## config.mk

```make
export PLATFORM = sky130hd
export DESIGN_NAME = bsc_alu
export DESIGN_NICKNAME = d
export VERILOG_FILES = /design/src/rtl/core/bsc_pkg.sv /design/src/rtl/core/bsc_alu.sv
export SDC_FILE = /design/constraint.sdc
export NUM_CORES = 1
export LEC_CHECK = 0
export BUFFER_PORTS_ARGS = -buffer_cell sky130_fd_sc_hd__buf_4
export CORE_MARGIN = 10
export CORE_UTILIZATION = 45
export DETAILED_ROUTE_END_ITERATION = 10
export PLACE_DENSITY = 0.89
export SYNTH_ARGS = -nofsm -noshare
export SYNTH_HDL_FRONTEND = slang
export SYNTH_SLANG_ARGS = --single-unit
```

## constraint.sdc

```tcl
create_clock -name vclk -period 1.5
set_input_delay 0.15 -clock vclk [all_inputs]
set_output_delay 0.15 -clock vclk [all_outputs]
set_load 0.02 [all_outputs]
```

## src/rtl/core/bsc_pkg.sv

```systemverilog
// ----------------------------------------------------------------------------
// bsc_pkg: shared types and constants of the safety check block
// Field widths, table geometry, function codes, sequencer states and the
// write beats that travel between the sequencer and the table memories.
// ----------------------------------------------------------------------------
package bsc_pkg;

	localparam int MAX_PROCS = 16;
	localparam int MAX_RES   = 16;
	localparam int PROC_W    = 4;
	localparam int RES_W     = 4;
	localparam int AMT_W     = 8;
	localparam int NEED_W    = AMT_W + 1;
	localparam int WORK_W    = 13;
	localparam int CNT_W     = 5;
	localparam int ADDR_W    = PROC_W + RES_W;
	localparam int DEPTH     = MAX_PROCS * MAX_RES;
	localparam int CFG_W     = 5;

	localparam logic REG_NUM_PROCS = 1'b0;
	localparam logic REG_NUM_RES   = 1'b1;

	typedef enum logic [1:0] {
		FUNC_ALLOC = 2'd0,
		FUNC_MAX   = 2'd1,
		FUNC_AVAIL = 2'd2,
		FUNC_RUN   = 2'd3
	} func_t;

	typedef enum logic [3:0] {
		ST_IDLE,
		ST_NEED_RD,
		ST_NEED_WR,
		ST_NEXT,
		ST_CHK_RD,
		ST_CHK_CMP,
		ST_ADD_RD,
		ST_ADD_WR,
		ST_FINISH
	} state_t;

	typedef struct packed {
		logic              we;
		logic [ADDR_W-1:0] addr;
		logic [AMT_W-1:0]  data;
	} alloc_wr_t;

	typedef struct packed {
		logic              we;
		logic [ADDR_W-1:0] addr;
		logic [NEED_W-1:0] data;
	} need_wr_t;

	typedef struct packed {
		logic [WORK_W-1:0] sum;
		logic              fits;
	} alu_res_t;

endpackage

```

## src/rtl/core/bsc_alu.sv

```systemverilog
// ----------------------------------------------------------------------------
// bsc_alu: shared compare and add unit
// Compares one signed need against one working amount and adds one
// allocation to it, modulo the working width.
// ----------------------------------------------------------------------------
module bsc_alu
	import bsc_pkg::*;
(
	input  logic [WORK_W-1:0] work,
	input  logic [AMT_W-1:0]  alloc,
	input  logic [NEED_W-1:0] need,
	output alu_res_t          res
);

	logic signed [WORK_W:0] need_x;
	logic signed [WORK_W:0] work_x;

	always_comb begin
		need_x   = {{(WORK_W + 1 - NEED_W){need[NEED_W-1]}}, need};
		work_x   = {1'b0, work};
		res.fits = (need_x <= work_x);
		res.sum  = work + {{(WORK_W - AMT_W){1'b0}}, alloc};
	end

endmodule

```

==> results.toml <==
[outcome]
status = "finished, violations left"
violations = "setup timing"

[power_and_ir_drop]
power_mw = 0.883
pwr-share-seq_pct = 0
peakVddDrop_mv = 0.473
switching_share_pct = 52.3
p_clk_share_pct = 0
p_sw_mw = 0.462
pwr-share-comb_pct = 100.0
p_leak_nw = 0.845
power.internal_mw = 0.421
p_per_area_nw_per_um2 = 481

[final_layout]
mostFrequentLayoutCells = "buf_4 (54), inv_1 (13), buf_6 (13)"
area_growth_pct = 99.3
clockBufferCount = 0
final_common_cell = "buf_4"
drive_above_1_share_pct = 63.1
layout.cells.non_filler = 214
stdcell_area_sq_um = 1840
final_util_pct = 93.6
finalNetCount = 240
diodes = 0
seq_area_sq_um = 0
seq_cells = 0

[timing]
fin_crit_ns = 1.85
worst_pin_slew_ns = 0.532
tns_ns = -2.63
hold_viol = 0
relSlewSlack_pct = 64.0
post-route-period-util_pct = 123
fmax_ghz = 0.540
whs_ns = 0.625
final_max_slew_viol_count = 0
setup_violations = 10
setup_ws_ns = -0.351
rsz0062_at_grt = "yes"

[placement]
preCtsSetupSlack_ns = -0.365
port_buffers = 44
dpl.cell_count = 210
placedInstanceArea_sq_um = 1550
hpwl_um = 2910
gp_congestion = 0.882

[synth]
syn_nets = 173
synth_top_family_by_area = "adder cells"
synthCells = 122
synthMuxAreaShare_pct = 0
synth_xor_area_share_pct = 7.61
synth_compound_area_share_pct = 27.4
synthTopCellsByArea = "ha_1 (27%), xnor2_1 (6.7%), inv_1 (5.7%)"
syn-cell-area_sq_um = 921
synth_top_area_share_pct = 27.2
avgSynthCellArea_sq_um = 7.55
ys_warn_count = 0
synth-simple-area-share_pct = 26.5
seq_area_frac_synth_pct = 0
synthDistinctLibCells = 36
yosys.area.top_type = "ha_1"
synth_fa_ha_area_share_pct = 29.3

[route]
antenna_left = 0
drt-total-wl_um = 6140
viasPerCell = 6.89
drcViolationCount = 0
wl_per_cell_um = 28.7
num_vias = 1475
drt_first_pass_iters = 5
first_iter_violations = 156

[min_path]
holdPathStages = 3
min_path_type = "in2out"

[flow_run]
drv_cap = 0

[floorplan]
coreArea_sq_um = 1960
start_util_pct = 46.9
die_area_sq_um = 4260
fp.dieH_um = 65.2
std_cell_rows = 16
io_pins = 44
die_w_um = 65.2

[critical_path]
crit_required_ns = 1.35
cp-end-kind = "output pin"
path_class = "in2out"
worst-path-max-fanout = 4
arrival_ns = 1.70
critPathLaunchType = "input pin"

[global_routing]
grt_pass1_wl_um = 7690
grt_max_degree = 9
grt_pass1_vias = 1545
antenna_found_initial = 0
grt-ovfl-total = 0
grtUsageTotal_pct = 22.3

[cts]
ctsHoldBuffers = 0
## final cells by class
type               instances  area [sq um]
repair buffers            69           582
well taps                 27          33.8
multi-input cells        104          1160
fillers                   69           126
inverters                 14          55.1
## logic make-up (layout without fill, tap and decap cells)
kind of cell | after synthesis | count (layout)
and+or+nand+nor | 42 | 42
adders and majority gates | 21 | 21
AOI/OAI and AO/OA | 33 | 33
buffers and inverters | 18 | 83
xor gates and xnor gates | 8 | 8
## worst max-delay path, stage by stage
cell	delay [ns]
buf_6	0.08
ha_4	0.14
fa_2	0.23
a21oi_2	0.10
o21ai_4	0.21
or4b_1	0.48
nor3b_4	0.17
buf_6	0.14
## repair_timing
item                                    in CTS  in global routing
pin swaps                                   21                 12
gates resized for setup                     36                 18
buffers inserted                             2                  2
endpoints found under the setup margin      10                 10
## cell usage after synthesis, types with 3 or more instances
cell      count
nand2_1      10
a21o_1        5
a21o_2        3
inv_1        14
nand3_1       6
and3_1        4
a21oi_1       9
xnor2_1       7
nor3_1        6
nor4b_1       3
o211ai_1      3
ha_1         20
## final timing paths
| check | from | end | slack (ns) |
|---|---|---|---|
| setup / recovery | alloc[0] | res[9] | -0.35 |
| hold / removal | work[0] | res[1] | 0.62 |
## layer usage
layer	share of wire (%)	routed length (um)	GRT usage [%]
met2	47	2860	41.6
met1	36	2220	21.1
met3	9.5	583	5.93
met5	0	0	0
met4	7.8	481	13.9
## power groups by stage
stage	clock network (mW)	registers [mW]	logic, mW
after floorplan	0	0	0.392
after global placement	0	0	0.640
after detailed placement	0	0	0.666
after CTS	0	0	0.754
after global routing	0	0	0.914
final	0	0	0.883
Note: power is estimated with default switching activity, not from simulation.
