File: config.mk
export PLATFORM = sky130hd
export DESIGN_NAME = bsc_tables
export DESIGN_NICKNAME = d
export VERILOG_FILES = /design/src/rtl/core/bsc_pkg.sv /design/src/rtl/core/bsc_tables.sv
export SDC_FILE = /design/constraint.sdc
export NUM_CORES = 2
export LEC_CHECK = 0
export BUFFER_PORTS_ARGS = -buffer_cell sky130_fd_sc_hd__buf_2
export CORE_MARGIN = 1
export CORE_UTILIZATION = 65
export DETAILED_ROUTE_END_ITERATION = 16
export PLACE_DENSITY = 0.81
export SLEW_MARGIN = 20
export SYNTH_ARGS = -nofsm -noshare
export SYNTH_HDL_FRONTEND = slang
export SYNTH_MEMORY_MAX_BITS = 65536
export SYNTH_SLANG_ARGS = --single-unit
File: constraint.sdc
create_clock -name clk -period 8.11 [get_ports clk]
set_input_delay 0.4055 -clock clk [delete_from_list [all_inputs] [get_ports clk]]
set_output_delay 0.4055 -clock clk [all_outputs]
set_load 0.01 [all_outputs]
File: src/rtl/core/bsc_pkg.sv
// ----------------------------------------------------------------------------
// bsc_pkg: shared types and constants of the safety check block
// Field widths, table geometry, function codes, sequencer states and the
// write beats that travel between the sequencer and the table memories.
// ----------------------------------------------------------------------------
package bsc_pkg;

	localparam int MAX_PROCS = 16;
	localparam int MAX_RES   = 16;
	localparam int PROC_W    = 4;
	localparam int RES_W     = 4;
	localparam int AMT_W     = 8;
	localparam int NEED_W    = AMT_W + 1;
	localparam int WORK_W    = 13;
	localparam int CNT_W     = 5;
	localparam int ADDR_W    = PROC_W + RES_W;
	localparam int DEPTH     = MAX_PROCS * MAX_RES;
	localparam int CFG_W     = 5;

	localparam logic REG_NUM_PROCS = 1'b0;
	localparam logic REG_NUM_RES   = 1'b1;

	typedef enum logic [1:0] {
		FUNC_ALLOC = 2'd0,
		FUNC_MAX   = 2'd1,
		FUNC_AVAIL = 2'd2,
		FUNC_RUN   = 2'd3
	} func_t;

	typedef enum logic [3:0] {
		ST_IDLE,
		ST_NEED_RD,
		ST_NEED_WR,
		ST_NEXT,
		ST_CHK_RD,
		ST_CHK_CMP,
		ST_ADD_RD,
		ST_ADD_WR,
		ST_FINISH
	} state_t;

	typedef struct packed {
		logic              we;
		logic [ADDR_W-1:0] addr;
		logic [AMT_W-1:0]  data;
	} alloc_wr_t;

	typedef struct packed {
		logic              we;
		logic [ADDR_W-1:0] addr;
		logic [NEED_W-1:0] data;
	} need_wr_t;

	typedef struct packed {
		logic [WORK_W-1:0] sum;
		logic              fits;
	} alu_res_t;

endpackage

File: src/rtl/core/bsc_tables.sv
// ----------------------------------------------------------------------------
// bsc_tables: allocation and need table memories
// One write and one registered read per table each cycle. After reset a
// clearing pass writes zero to every entry, one address per cycle.
// ----------------------------------------------------------------------------
module bsc_tables
	import bsc_pkg::*;
(
	input  logic              clk,
	input  logic              arst_n,
	input  alloc_wr_t         alloc_wr,
	input  logic [ADDR_W-1:0] alloc_raddr,
	output logic [AMT_W-1:0]  alloc_rdata,
	input  need_wr_t          need_wr,
	input  logic [ADDR_W-1:0] need_raddr,
	output logic [NEED_W-1:0] need_rdata,
	output logic              clearing
);

	logic [AMT_W-1:0]  alloc_mem [DEPTH];
	logic [NEED_W-1:0] need_mem  [DEPTH];
	logic [AMT_W-1:0]  alloc_rd_q;
	logic [NEED_W-1:0] need_rd_q;
	logic [ADDR_W:0]   clr_cnt_q;
	logic [ADDR_W-1:0] clr_addr;

	// top bit sets once every entry has been zeroed
	assign clearing = !clr_cnt_q[ADDR_W];
	assign clr_addr = clr_cnt_q[ADDR_W-1:0];

	always_ff @(posedge clk or negedge arst_n) begin
		if (!arst_n) clr_cnt_q <= '0;
		else if (clearing) clr_cnt_q <= clr_cnt_q + 1'b1;
	end

	always_ff @(posedge clk) begin
		if (clearing) begin
			alloc_mem[clr_addr] <= '0;
			need_mem[clr_addr]  <= '0;
		end else begin
			if (alloc_wr.we) alloc_mem[alloc_wr.addr] <= alloc_wr.data;
			if (need_wr.we) need_mem[need_wr.addr] <= need_wr.data;
		end
		alloc_rd_q <= alloc_mem[alloc_raddr];
		need_rd_q  <= need_mem[need_raddr];
	end

	assign alloc_rdata = alloc_rd_q;
	assign need_rdata  = need_rd_q;

endmodule

==> impl_metrics.yaml <==
grt:
  grt_pass1_wl_um: 623000
  gr-total-overflow: 0
  grt_pass1_vias: 88437
  antenna_found_initial: 47
  grtUsageTotal_pct: 33.3
  grt_max_degree: 257
pwr:
  p_leak_uw: 0.0488
  ir_worst_vdd_mv: 0.292
  powerDensity_nw_per_um2: 241
clock_tree:
  cts.htree.levels: 5
  clock-root-buffer: "clkbuf_16"
  clkTransAtPathRegs_ps: 60
  insertion_delay_ps: 1030
  cts.repair.resized: 0
  cts_made_buffers: 421
  post_cts_buffers: 0
  ctsHoldBuffers: 2
  cts_tree: "built"
  cts.path.max_buffers: 4
  clock_sinks: 4378
worst_setup_path:
  cpPeakStageDelay_ps: 970
  critPathKind: "register to register"
  cp_max_fo: 25
  startpoint_type: "register"
  arrival_ps: 5280
  slowest_stage: "nor2_1"
  crit_path_end_kind: "register"
  crit_required_ps: 8720
  critical_path_buf_inv_count: 1
  critPathTopFamily: "simple AND/OR/NAND/NOR gates"
  crit_chain: "buf_4 > and2_1 > a31oi_1 > nor2_1 > nand2_2 > nor2_1"
  crit_path_frequent_cell: "nor2_1"
final_layout:
  syn2layout_area_growth_pct: 9.69
  final.fill_count: 13294
  fin_util_pct: 72.0
  final_cell_mix: "4352 x edfxtp_1, 928 x mux4_2, 585 x nor2_1"
  multi_input_area_sq_um: 35300
  regArea_sq_um: 131000
  final_common_cell: "edfxtp_1"
  fin_nets: 8263
  drive_above_1_share_pct: 20.9
sta:
  max_slew_margin_pct: 3.25
  finalHoldViolCount: 0
  tns_ps: 0
  drv_slew: 0
  min_period_ps: 4670
  fin_worst_skew_ps: 52.4
  fin_crit_sh_pct: 57.5
  setup_viol: 0
  rsz0062_at_grt: "no"
  worst_pin_slew_ps: 1440
  fmax_mhz: 214
detailed_routing:
  drcViolationCount: 0
  routed_via_density: 7.41
  wl_per_cell_um: 36.5
  drtIter0Drc: 14769
  via_count: 88543
  firstDrtPassIters: 10
  ant_nets: 0
  drt-total-wl_um: 436000
synth:
  ys_seq_area_share_pct: 77.6
  syn_inst: 8061
  synthesis.nets: 8115
  synth_enable_flop_cells: 4352
  yosys_most_used_dff: "edfxtp_1"
  async_flop_share_pct: 0.206
  yosys_warnings: 0
  synth.distinct_cells: 64
  synth-seq-cells: 4378
  avgSynthCellArea_sq_um: 21.0
  netlist_area_sq_um: 169000
floorplanning:
  pin_count: 71
  coreArea_sq_um: 258000
  fp.dieH_um: 512
  start_util_pct: 65.6
  die_w_um: 512
  die_area_sq_um: 262000
  rows: 186
placement:
  dpl.hpwl_um: 233000
  portBuffers: 70
  gp_congestion: 0.952
run:
  drv_cap: 0
hold_path:
  hold_class: "input port to register"
status:
  status: "completed"
-- where the power goes --
group | total (uW) | internal [uW] | switching, uW
registers | 24500 | 24500 | 33.4
logic | 1370 | 470 | 901
clock network | 18900 | 10500 | 8370
total | 44800 | 35500 | 9310
-- through the flow --
stage	hold WS (ps)	instances	power, uW	worst slack [ps]	cell area (sq um)
after floorplan	110	8061	25900	3230	169000
after global placement	350	11161	26300	3320	172000
after detailed placement	349	11163	26300	3420	172000
after CTS	57.5	11904	44700	3790	185000
after global routing	76.3	11924	45500	3420	186000
final	76.9	11943	44800	3440	186000
-- layer usage --
layer | GRT usage [%] | routed length (um) | vias up
met2 | 51.4 | 207000 | 7890
li1 | - | - | 34036
met4 | 15.5 | 23700 | 22
met5 | 0 | 146 | -
met1 | 44.9 | 144000 | 45113
met3 | 9.05 | 61000 | 1482
-- worst register-to-register path: cells and delay by family, from the launching register on --
family                 cells  cell delay [ps]
flip-flops                 1              420
buffers and inverters      1              460
AND/OR/NAND/NOR            4             2950
AO/OA/AOI/OAI              1              420
-- synth_stat cells, types with 5 or more instances --
cell	number	share of area [%]
o221ai_1	79	0.41
dfrtp_1	9	0.13
nand3_1	53	0.16
buf_12	8	0.095
a221oi_1	44	0.23
buf_4	59	0.26
nand3b_1	14	0.062
mux4_1	10	0.16
a31oi_1	19	0.070
or2_2	7	0.026
and3_1	21	0.078
o21ai_1	13	0.038
a22o_1	70	0.36
a21oi_1	118	0.35
a21boi_0	15	0.067
and2_1	7	0.026
o31ai_1	14	0.062
buf_1	22	0.049
buf_6	51	0.34
a22oi_1	311	1.4
edfxtp_1	4352	77
a221o_1	7	0.041
mux2_2	13	0.087
clkbuf_4	5	0.022
nor4_1	25	0.092
nand2b_1	18	0.067
a2111oi_0	8	0.041
mux2i_1	264	1.6
inv_1	6	0.013
mux4_2	928	12
nor2_1	596	1.3
o22ai_1	65	0.24
o2bb2ai_1	9	0.047
buf_8	16	0.14
o21ai_0	85	0.25
or4_1	6	0.027
nor2b_1	12	0.044
nand4_1	5	0.018
nor3_1	41	0.12
clkbuf_1	210	0.47
buf_2	112	0.33
a211oi_1	56	0.25
nand2_1	218	0.48
dfxtp_1	17	0.20
-- sequential cells by signal, summed over array words and instances, names as in the netlist --
| signal | flops |
|---|---|
| alloc_mem | 2048 |
| alloc_rdata | 8 |
| need_rdata | 9 |
| clr_cnt_q | 9 |
| need_mem | 2304 |
-- layout make-up --
cell class / instances / share of cell area, %
Multi-Input combinational cell: 3190 / 19.0
Inverter: 9 / 0.0182
Sequential cell: 4378 / 70.7
Antenna cell: 34 / 0.0458
Tap cell: 3384 / 2.28
Clock buffer: 510 / 5.95
Timing Repair Buffer: 209 / 0.961
Clock inverter: 229 / 1.01
-- cell families (layout without fill, tap and decap cells) --
logic type | after synthesis | after routing | synth area share, %
other | 0 | 34 | 0
flip-flops | 4378 | 4378 | 77.6
AND/OR/NAND/NOR | 1041 | 1041 | 2.60
AO/OA/AOI/OAI | 926 | 926 | 3.90
buffers and inverters | 493 | 957 | 1.73
multiplexers | 1215 | 1215 | 14.2
adder cells (fa/ha/maj) | 1 | 1 | 0.00739
XOR/XNOR | 7 | 7 | 0.0362
-- path summary, 6_finish.rpt --
check / start / end / slack [ps] / depth (start not counted)
hold / removal: need_wr[1] / need_mem[249][1] / 80 / 2
min in group asynchronous: arst_n / clr_cnt_q[2] / 590 / 3
max in group asynchronous: arst_n / clr_cnt_q[1] / 7090 / 3
setup / recovery: clr_cnt_q[8] / alloc_mem[133][1] / 3440 / 6
setup reg to reg: clr_cnt_q[8] / alloc_mem[133][1] / 3440 / 6
hold reg to reg: clr_cnt_q[3] / clr_cnt_q[3] / 580 / 1
(Power assumes the default switching activity.)
